==> src/rtl/core/lgs_pkg.sv <==
package lgs_pkg;

   // Fixed field widths of the stream words
   localparam int CELL_WORD_BITS  = 64;
   localparam int ROW_INDEX_BITS  = 12;
   localparam int WIDTH_CSR_BITS  = 7;
   localparam int RSP_TDATA_BITS  = 80;

   // Defaults for the top-level parameters
   localparam int DEF_ROW_BITS    = 64;
   localparam int DEF_MAX_ROWS    = 4096;

   // Reset value of the row width register
   localparam logic [WIDTH_CSR_BITS-1:0] WIDTH_RESET = 7'd64;

   // B3/S23 rule
   localparam logic [3:0] BIRTH_COUNT   = 4'd3;
   localparam logic [3:0] SURVIVE_COUNT = 4'd2;

   // Result queue geometry
   localparam int RESULT_DEPTH    = 4;
   localparam int RESULT_PTR_BITS = 2;
   localparam int RESULT_CNT_BITS = 3;

   // 3x3 neighborhood of one cell; bit 1 of each row is the cell's own column
   typedef struct packed {
      logic [2:0] up;
      logic [2:0] mid;
      logic [2:0] dn;
   } nbhd_type;

   // One result word as held in the queue
   typedef struct packed {
      logic                      board_end;
      logic [ROW_INDEX_BITS-1:0] row_index;
      logic [CELL_WORD_BITS-1:0] next_row;
   } result_type;

endpackage

==> src/rtl/core/life_generation_step.sv <==
// Channel   | Direction | Handshake               | Payload
// ----------+-----------+-------------------------+---------------------------------------
// req_      | in        | req_tvalid / req_tready | tdata: cell_row; tlast: last_row
// rsp_      | out       | rsp_tvalid / rsp_tready | tdata: next_row, row_index; tlast: board_end
// csr_      | in        | csr_we                  | csr_wdata: row_width
//
// One row word is taken per cycle while req_tready is high; a row's result word
// is queued when the row below it is taken and is registered in the queue before rsp_.
// A row word marked last yields the flushed bottom row, after the pending row if held.
// Results wait in a four-entry queue; req_tready drops while fewer than two slots are free.
// With rsp_tready held high the block sustains one row word per cycle; a last-row word
// adds one more result word. Reset is synchronous, active high, and starts a new board.
module life_generation_step #(
   parameter int ROW_BITS = lgs_pkg::DEF_ROW_BITS,
   parameter int MAX_ROWS = lgs_pkg::DEF_MAX_ROWS
) (
   input  logic                                  clock,
   input  logic                                  reset,
   // tdata: [63:0] cell_row
   input  logic [lgs_pkg::CELL_WORD_BITS-1:0]    req_tdata,
   input  logic                                  req_tlast,
   input  logic                                  req_tvalid,
   output logic                                  req_tready,
   // tdata: [63:0] next_row, [75:64] row_index, [79:76] zero
   output logic [lgs_pkg::RSP_TDATA_BITS-1:0]    rsp_tdata,
   output logic                                  rsp_tlast,
   output logic                                  rsp_tvalid,
   input  logic                                  rsp_tready,
   // csr_wdata: row_width
   input  logic [lgs_pkg::WIDTH_CSR_BITS-1:0]    csr_wdata,
   input  logic                                  csr_we
);

   localparam int CW = (MAX_ROWS > 2) ? $clog2(MAX_ROWS) : 1;
   localparam logic [CW-1:0] ROW_LAST = CW'(MAX_ROWS - 1);
   localparam int PW = lgs_pkg::RESULT_PTR_BITS;
   localparam int QW = lgs_pkg::RESULT_CNT_BITS;

   // Configuration
   logic [lgs_pkg::WIDTH_CSR_BITS-1:0] width_ff, width_in;

   // Row window
   logic [ROW_BITS-1:0] above_ff, above_in;
   logic [ROW_BITS-1:0] middle_ff, middle_in;
   logic                mvalid_ff, mvalid_in;
   logic [CW-1:0]       rowcnt_ff, rowcnt_in;

   // Result queue
   lgs_pkg::result_type queue_ff [lgs_pkg::RESULT_DEPTH];
   logic [PW-1:0]       wr_ptr_ff, wr_ptr_in;
   logic [PW-1:0]       rd_ptr_ff, rd_ptr_in;
   logic [QW-1:0]       count_ff, count_in;

   logic                req_fire;
   logic                rsp_fire;
   logic                push_a;
   logic                push_b;
   logic [ROW_BITS-1:0] col_mask;
   logic [ROW_BITS-1:0] cur_row;
   logic [ROW_BITS-1:0] flush_above;
   logic [ROW_BITS-1:0] res_a;
   logic [ROW_BITS-1:0] res_b;
   logic [ROW_BITS-1:0] zero_row;
   logic [CW-1:0]       cnt_inc;
   logic [CW-1:0]       cnt_b;
   logic [PW-1:0]       wr_ptr_b;
   lgs_pkg::result_type entry_a;
   lgs_pkg::result_type entry_b;
   lgs_pkg::result_type head;

   assign req_tready = (count_ff <= QW'(lgs_pkg::RESULT_DEPTH - 2));
   assign req_fire   = req_tvalid && req_tready;
   assign rsp_fire   = rsp_tvalid && rsp_tready;

   // Active column mask, clamped to ROW_BITS by construction
   for (genvar j = 0; j < ROW_BITS; j++) begin : g_mask
      assign col_mask[j] = (width_ff > lgs_pkg::WIDTH_CSR_BITS'(j));
   end

   assign cur_row     = req_tdata[ROW_BITS-1:0] & col_mask;
   assign flush_above = mvalid_ff ? middle_ff : '0;
   assign zero_row    = '0;

   // Pending middle row, closed by the incoming row
   lgs_row_evolve #(.ROW_BITS(ROW_BITS)) u_evolve_mid (
      .row_up   (above_ff),
      .row_mid  (middle_ff),
      .row_dn   (cur_row),
      .col_mask (col_mask),
      .row_next (res_a)
   );

   // Bottom row flushed against an all-dead row below
   lgs_row_evolve #(.ROW_BITS(ROW_BITS)) u_evolve_last (
      .row_up   (flush_above),
      .row_mid  (cur_row),
      .row_dn   (zero_row),
      .col_mask (col_mask),
      .row_next (res_b)
   );

   assign push_a  = req_fire && mvalid_ff;
   assign push_b  = req_fire && req_tlast;
   assign cnt_inc = (rowcnt_ff < ROW_LAST) ? rowcnt_ff + CW'(1) : rowcnt_ff;
   assign cnt_b   = mvalid_ff ? cnt_inc : rowcnt_ff;

   always_comb begin
      entry_a.next_row  = lgs_pkg::CELL_WORD_BITS'(res_a);
      entry_a.row_index = lgs_pkg::ROW_INDEX_BITS'(rowcnt_ff);
      entry_a.board_end = 1'b0;
      entry_b.next_row  = lgs_pkg::CELL_WORD_BITS'(res_b);
      entry_b.row_index = lgs_pkg::ROW_INDEX_BITS'(cnt_b);
      entry_b.board_end = 1'b1;
   end

   // Window and counter update
   always_comb begin
      width_in  = csr_we ? csr_wdata : width_ff;
      above_in  = above_ff;
      middle_in = middle_ff;
      mvalid_in = mvalid_ff;
      rowcnt_in = rowcnt_ff;
      if (req_fire) begin
         if (req_tlast) begin
            // board done: back to the reset window
            above_in  = '0;
            middle_in = '0;
            mvalid_in = 1'b0;
            rowcnt_in = '0;
         end else begin
            above_in  = flush_above;
            middle_in = cur_row;
            mvalid_in = 1'b1;
            rowcnt_in = cnt_b;
         end
      end
   end

   // Queue pointers
   assign wr_ptr_b  = wr_ptr_ff + PW'(push_a);
   assign wr_ptr_in = wr_ptr_ff + PW'(push_a) + PW'(push_b);
   assign rd_ptr_in = rd_ptr_ff + PW'(rsp_fire);
   assign count_in  = count_ff + QW'(push_a) + QW'(push_b) - QW'(rsp_fire);

   always_ff @(posedge clock) begin
      if (reset) begin
         width_ff  <= lgs_pkg::WIDTH_RESET;
         above_ff  <= '0;
         middle_ff <= '0;
         mvalid_ff <= 1'b0;
         rowcnt_ff <= '0;
         wr_ptr_ff <= '0;
         rd_ptr_ff <= '0;
         count_ff  <= '0;
      end else begin
         width_ff  <= width_in;
         above_ff  <= above_in;
         middle_ff <= middle_in;
         mvalid_ff <= mvalid_in;
         rowcnt_ff <= rowcnt_in;
         wr_ptr_ff <= wr_ptr_in;
         rd_ptr_ff <= rd_ptr_in;
         count_ff  <= count_in;
      end
   end

   // Queue storage: up to two words written per accepted row
   always_ff @(posedge clock) begin
      if (push_a) begin
         queue_ff[wr_ptr_ff] <= entry_a;
      end
      if (push_b) begin
         queue_ff[wr_ptr_b] <= entry_b;
      end
   end

   assign head       = queue_ff[rd_ptr_ff];
   assign rsp_tvalid = (count_ff != '0);
   assign rsp_tlast  = head.board_end;
   assign rsp_tdata  = {{(lgs_pkg::RSP_TDATA_BITS - lgs_pkg::CELL_WORD_BITS
                          - lgs_pkg::ROW_INDEX_BITS){1'b0}},
                        head.row_index, head.next_row};

`ifndef SYNTH
   a_queue_bound: assert property (@(posedge clock) disable iff (reset)
      count_ff <= QW'(lgs_pkg::RESULT_DEPTH))
      else $error("result queue over capacity");

   a_middle_clear: assert property (@(posedge clock) disable iff (reset)
      !mvalid_ff |-> (middle_ff == '0))
      else $error("stale middle row without valid");

   a_last_flush: assert property (@(posedge clock) disable iff (reset)
      (req_fire && req_tlast) |=> (!mvalid_ff && (rowcnt_ff == '0)))
      else $error("window not cleared after last row");

   a_no_loss: assert property (@(posedge clock) disable iff (reset)
      (rsp_tvalid && !rsp_tready) |=> (count_ff >= $past(count_ff)))
      else $error("result dropped under stall");

   a_end_pair: assert property (@(posedge clock) disable iff (reset)
      (req_fire && req_tlast && mvalid_ff) |=> (count_ff >= QW'(2)))
      else $error("last row did not queue two results");
`endif

endmodule

==> src/rtl/core/lgs_cell_lane.sv <==
module lgs_cell_lane (
   input  lgs_pkg::nbhd_type nbhd,
   output logic              next_cell
);

   logic [3:0] live_count;

   // Count the eight neighbors; the center cell is not one of them
   assign live_count = 4'($countones({nbhd.up, nbhd.mid[2], nbhd.mid[0], nbhd.dn}));

   assign next_cell = (live_count == lgs_pkg::BIRTH_COUNT) ||
                      (nbhd.mid[1] && (live_count == lgs_pkg::SURVIVE_COUNT));

endmodule

==> src/rtl/core/lgs_row_evolve.sv <==
module lgs_row_evolve #(
   parameter int ROW_BITS = lgs_pkg::DEF_ROW_BITS
) (
   input  logic [ROW_BITS-1:0] row_up,
   input  logic [ROW_BITS-1:0] row_mid,
   input  logic [ROW_BITS-1:0] row_dn,
   input  logic [ROW_BITS-1:0] col_mask,
   output logic [ROW_BITS-1:0] row_next
);

   logic [ROW_BITS+1:0] pad_up;
   logic [ROW_BITS+1:0] pad_mid;
   logic [ROW_BITS+1:0] pad_dn;
   logic [ROW_BITS-1:0] lane_out;

   // Dead columns on both edges
   assign pad_up  = {1'b0, row_up,  1'b0};
   assign pad_mid = {1'b0, row_mid, 1'b0};
   assign pad_dn  = {1'b0, row_dn,  1'b0};

   for (genvar j = 0; j < ROW_BITS; j++) begin : g_lane
      lgs_pkg::nbhd_type nb;

      assign nb.up  = pad_up[j+2:j];
      assign nb.mid = pad_mid[j+2:j];
      assign nb.dn  = pad_dn[j+2:j];

      lgs_cell_lane u_lane (
         .nbhd      (nb),
         .next_cell (lane_out[j])
      );
   end

   // Merge the lanes and drop columns beyond the active width
   assign row_next = lane_out & col_mask;

endmodule

==> config.mk <==
export PLATFORM = sky130hd
export DESIGN_NAME = life_generation_step
export DESIGN_NICKNAME = d
export VERILOG_FILES = /design/src/rtl/core/lgs_pkg.sv /design/src/rtl/core/life_generation_step.sv /design/src/rtl/core/lgs_cell_lane.sv /design/src/rtl/core/lgs_row_evolve.sv
export SDC_FILE = /design/constraint.sdc
export NUM_CORES = 2
export LEC_CHECK = 0
export BUFFER_PORTS_ARGS = -buffer_cell sky130_fd_sc_hd__buf_2
export CAP_MARGIN = 15
export CORE_AREA = 5 5 329 299
export CTS_CLUSTER_SIZE = 8
export DETAILED_ROUTE_END_ITERATION = 8
export DIE_AREA = 0 0 334 304
export GPL_ROUTABILITY_DRIVEN = 0
export PLACE_DENSITY = 0.76
export REMOVE_ABC_BUFFERS = 1
export SYNTH_ARGS = -nofsm -noshare
export SYNTH_HDL_FRONTEND = slang
export SYNTH_HIERARCHICAL = 1
export SYNTH_SLANG_ARGS = --single-unit
==> constraint.sdc <==
create_clock -name clock -period 13.7 [get_ports clock]
set_input_delay 2.74 -clock clock [delete_from_list [all_inputs] [get_ports clock]]
set_output_delay 2.74 -clock clock [all_outputs]
set_load 0.02 [all_outputs]
# After elaboration in Yosys (flattened, before gate mapping)
# Memories as Yosys holds them, arrays and structs flattened. A register that Yosys moved wholly into a read port is not among the register bits.
# Index checks and enable logic that the tools add are counted.
# totals
ff_bits	155
ram_bits	308
inputBits	77
out_inout_bits	83
wordCells	1305
n_memories	1
# mem_list
memory	words	width	read_ports	rd_clocked_by_memory_dff	wr	line_no	source
queue_ff	4	77	1	1	2	life_generation_step.sv:49	lgs_pkg::result_type queue_ff [lgs_pkg::RESULT_DEPTH];
# op_classes
n_addsub	698
n_lt_le_gt_ge	66
eq_ne	256
n_mux	12
bitwise	3
n_reduce_logical	261
# op_table
cell	n
4-bit by 2-bit equality test with 1-bit output, second input constant	254
1-bit by 1-bit adder with 2-bit output	375
2-bit by 2-bit adder with 3-bit output	186
4-bit by 3-bit adder with 4-bit output	63
1-bit by 3-bit adder with 4-bit output	62
7-bit by 6-bit > comparator with 1-bit output, second input constant	32
64-bit AND	3
64-bit 2-to-1 mux	3
1-bit logical AND	132
1-bit logical OR	128
7-bit by 5-bit > comparator with 1-bit output, second input constant	16
7-bit by 4-bit > comparator with 1-bit output, second input constant	8
12-bit 2-to-1 mux	3
7-bit by 3-bit > comparator with 1-bit output, second input constant	4
7-bit by 1-bit > comparator with 1-bit output, second input constant	2
7-bit by 2-bit > comparator with 1-bit output, second input constant	2
12-bit by 1-bit adder with 12-bit output, second input constant	1
12-bit < comparator, second input constant	1
1-bit by 2-bit adder with 3-bit output	2
2-bit by 1-bit adder with 2-bit output	3
3-bit by 1-bit adder with 3-bit output	2
3-bit by 2-bit equality test with 1-bit output, second input constant	2
1-bit 2-to-1 mux	5
1-bit by 4-bit adder with 4-bit output	1
6 further kinds	6

# Depth between registers and ports, before layout
# depth
ltp_word	9
mapped_depth	17
ltp_nobuf	15

# Modules after synthesis
# Netlist, hierarchy kept.
# modules_own_cells
module	instances	cells_each	area_per_inst_um2
life_generation_step	1	1709	21689.6
lgs_cell_lane at u_evolve_last.g_lane[0].u_lane ...	81	23	185.2
lgs_cell_lane at u_evolve_mid.g_lane[24].u_lane ...	47	23	200.2
lgs_row_evolve	2	65	404.1

# Least setup slack after synthesis
# No wires, ideal clock.
# synth_path
path_type	input -> register
from	input port req_tvalid
to	memory queue_ff[1][0] (netlist bit), enable pin
setup_time_ns	0.767
arrival_ns	5.626
required_time_ns	12.933
path_slack_ns	7.306
stages	8
n_path_buf	2
path_cell_list	clkbuf_1 -> o211ai_1 -> inv_1 -> ha_1 -> xor2_1 -> or3_1 -> clkbuf_1 -> nand2_1
# synth_rtl
item	line_no	source
from (decl)	life_generation_step.sv:22	input logic req_tvalid,
to (decl)	life_generation_step.sv:49	

==> summary.txt <==
CTS tree = built
CTS Buf Count = 69
minimum clock period = 6.404 ns
most frequent cells in the layout = inv_1 (1432), fa_1 (514), ha_1 (390)
most frequent cell on the critical path = fa_1
Vias = 35506
num rows = 107
status = completed
worst-path fanout max = 7
clock share of power = 0.286
gr usage total = 0.2488
IO Count = 160
type of destination of the critical path = flip-flop
Critical R2R Launch = width_ff[0]
Setup Crit Path Kind = primary input to flip-flop
Unique masters post-synth = 69
drt pass-1 iters = 7
Pint = 0.003521 W
DR WL/cell = 19.98 um
drt initial violations = 3196
final setup vio count = 0
Main synth FF type = edfxtp_1
H-Tree Depth = 3
worst flop-to-flop path endpoint = queue_ff[0][26]
clk buf depth = 3
reg-to-reg setup timing slack = 7.60 ns
Worst Hold Class = flip-flop to flip-flop
peak supply drop = 92.81 uV
Die ar. = 101500 sq um
final hold viol count = 0
Post-CTS Hold Buffers = 0
final cell count without fillers = 6398
Slowest-stage cell, CP = a21boi_0
startpoint type of the worst setup path = primary input
Cell Area, Synth = 46910 sq um
GRT overflow = 0
number of synthesized flops with an enable pin = 304
synthesized area per cell = 9.807 sq um
NetSw = 0.002278 W
Achievable Freq = 156.2 MHz
clk slew on worst S/H paths = 0.05 ns
P per Cell Area = 111.9 nW/um^2
Residual DRC = 0
cells along the critical path = buf_2 -> a21boi_0 -> inv_1 -> fa_1 -> fa_1 -> fa_1 -> inv_1 -> ha_1 -> fa_1 -> or2_1 -> a211oi_2 -> and2_1 -> a22o_1
register area = 12320 sq um
Vias/cell = 5.550
area of the multi-input gates = 29330 sq um
Final HPWL DP = 87790 um
Clock Skews = 0.03117 ns
Async SR Flop Fraction = 0
CTS Sinks = 463
slew margin rel. = 0.1912
Post-Syn Instances = 4783
commonest non-fill, non-tap cell in the layout = inv_1
CP required = 14.17 ns
pre-CTS setup slack = 6.792 ns
Max Slew Vio Count = 0
fillers = 8147
Leak = 24.29 nW
ANT nets after route = 0
crit path DAT = 6.87 ns
Routed WL = 127800 um
sequential fraction of the synthesis area = 0.2625
Initial Util = 0.4977
worst hold endpoint = queue_ff[2][76]
CTS resizes = 0
Seq cells post-synth = 463
Die Height = 304 um
part of the power in registers = 0.294
latest clock arrival within the worst-skew pair = 0.61 ns
Post-layout nets = 6065
number of global-route vias before repair = 36796
RSZ-0062 raised after global routing = no
setup TNS = 0 ns
number of setup buffers added after CTS = 0
PortBufs = 155
Tightest Pin Transition = 1.203 ns
Worst Reg-to-Reg Cells = 16
largest net degree at the start of global routing = 73
HP Start = queue_ff[2][76]
critical path's largest stage delay = 0.78 ns
Warnings, synthesis = 6
chip width = 334 um
first-pass GRT wire length = 200800 um
Tcrit/Tclk final = 0.4674
Combinational Power Share = 0.419
Layout area overhead = 10.50%
Clk Tree Root Cell = clkbuf_16
WHS Path Cells = 2
core area = 94250 sq um
placed instance count = 6266
Max Cap Viol = 0
layout cells sized above 1 = 0.08677
PnR worst setup slack = 7.296 ns
initial antenna violation count = 11
Sw Share = 0.3929
==> sequential cells by signal, indices dropped and copies added (netlist names) <==
| signal | cells |
|---|---|
| width_ff | 7 |
| middle_ff | 64 |
| rd_ptr_ff | 2 |
| rowcnt_ff | 12 |
| wr_ptr_ff | 2 |
| count_ff | 3 |
| mvalid_ff | 1 |
| above_ff | 64 |
| queue_ff | 308 |
==> metal layers <==
metal  GRT usage  wire (um)  vias up
li1            -          -    16032
met3     0.05082      11400      339
met2      0.4093      59570     1548
met4      0.1008       5504        8
met5           0         57        -
met1      0.3236      51320    17579
==> cells by family (layout without fill, tap and decap cells) <==
| family | Yosys count | after routing | synth area share |
|---|---|---|---|
| and+or+nand+nor | 746 | 746 | 0.08885 |
| other | 3 | 211 | 0.0002401 |
| xor gates and xnor gates | 7 | 7 | 0.001307 |
| DFF | 463 | 463 | 0.2625 |
| buffers and inverters | 1610 | 1764 | 0.1304 |
| muxes | 87 | 87 | 0.03910 |
| adders and majority gates | 904 | 904 | 0.3234 |
| AOI/OAI and AO/OA | 963 | 963 | 0.1543 |
==> power groups by stage <==
stage                     Combinational (W)  Clock, W  Sequential (W)
after global routing                0.00270   0.00174         0.00172
after floorplan                     0.00163         0         0.00173
after CTS                           0.00239   0.00168         0.00171
final                               0.00243   0.00166         0.00171
after global placement              0.00228         0         0.00173
after detailed placement            0.00237         0         0.00174
==> worst max-delay path, delay by kind of cell <==
| kind | cells | cell delay, ns |
|---|---|---|
| fa+ha+maj | 5 | 2.19 |
| buf+inv | 3 | 0.31 |
| simple gates | 2 | 0.49 |
| compound gates | 3 | 1.12 |
==> cell type report <==
type                    count  area share
multi-input cells        2913      0.5659
diodes                      5   0.0002414
inverters                1434      0.1038
repair buffers            203     0.02197
clock buffers             122     0.03855
well taps                1253     0.03025
flip-flops and latches    463      0.2377
clock inverters             5    0.001545
==> synthesized netlist by cell type (6+ instances only) <==
cell | n | area (sq um)
nand2_1 | 62 | 232.7
a32o_1 | 11 | 110.1
o2bb2ai_1 | 17 | 148.9
mux2i_1 | 10 | 100.1
a22oi_1 | 92 | 690.7
buf_1 | 10 | 37.54
nand4_1 | 6 | 37.54
o211a_1 | 48 | 480.5
nand3_1 | 101 | 505.5
nor2_1 | 115 | 431.7
edfxtp_1 | 304 | 9129
dfxtp_1 | 159 | 3183
buf_2 | 39 | 195.2
ha_1 | 390 | 4880
and2_1 | 242 | 1514
a21boi_0 | 20 | 150.1
a211oi_2 | 49 | 613.1
a22o_1 | 281 | 2461
nor3_1 | 7 | 35.03
a21oi_1 | 180 | 900.9
mux4_2 | 77 | 1734
or2_0 | 81 | 506.7
a32oi_1 | 16 | 140.1
clkbuf_1 | 122 | 457.9
nor2b_1 | 6 | 37.54
nand3b_1 | 47 | 352.8
a31oi_1 | 14 | 87.58
o22ai_1 | 18 | 112.6
o21ai_0 | 174 | 870.8
or2_2 | 7 | 43.79
inv_1 | 1432 | 5375
fa_1 | 514 | 10290
or2_1 | 47 | 294.0
==> worst max-delay path by stage <==
stage | endpoint | cells after the start | start
floorplan | queue_ff[1][0] | 5 | count_ff[1]
global placement | queue_ff[0][28] | 13 | req_tdata[27]
detailed placement | queue_ff[0][28] | 13 | req_tdata[27]
CTS | queue_ff[1][9] | 13 | req_tdata[8]
global route | queue_ff[2][9] | 13 | req_tdata[8]
finish | queue_ff[1][9] | 13 | req_tdata[8]
==> metrics by stage <==
step	util	total power, W	instance area (sq um)	hold WS (ns)
finish	0.5499	0.005799	51830	0.4702
global route	0.5499	0.006160	51820	0.4963
CTS	0.5498	0.005779	51820	0.4680
detailed placement	0.5278	0.004107	49740	0.4564
global placement	0.5278	0.004007	49740	0.4408
floorplan	-	0.003358	46940	0.4217
Note: power is estimated with default switching activity, not from simulation.
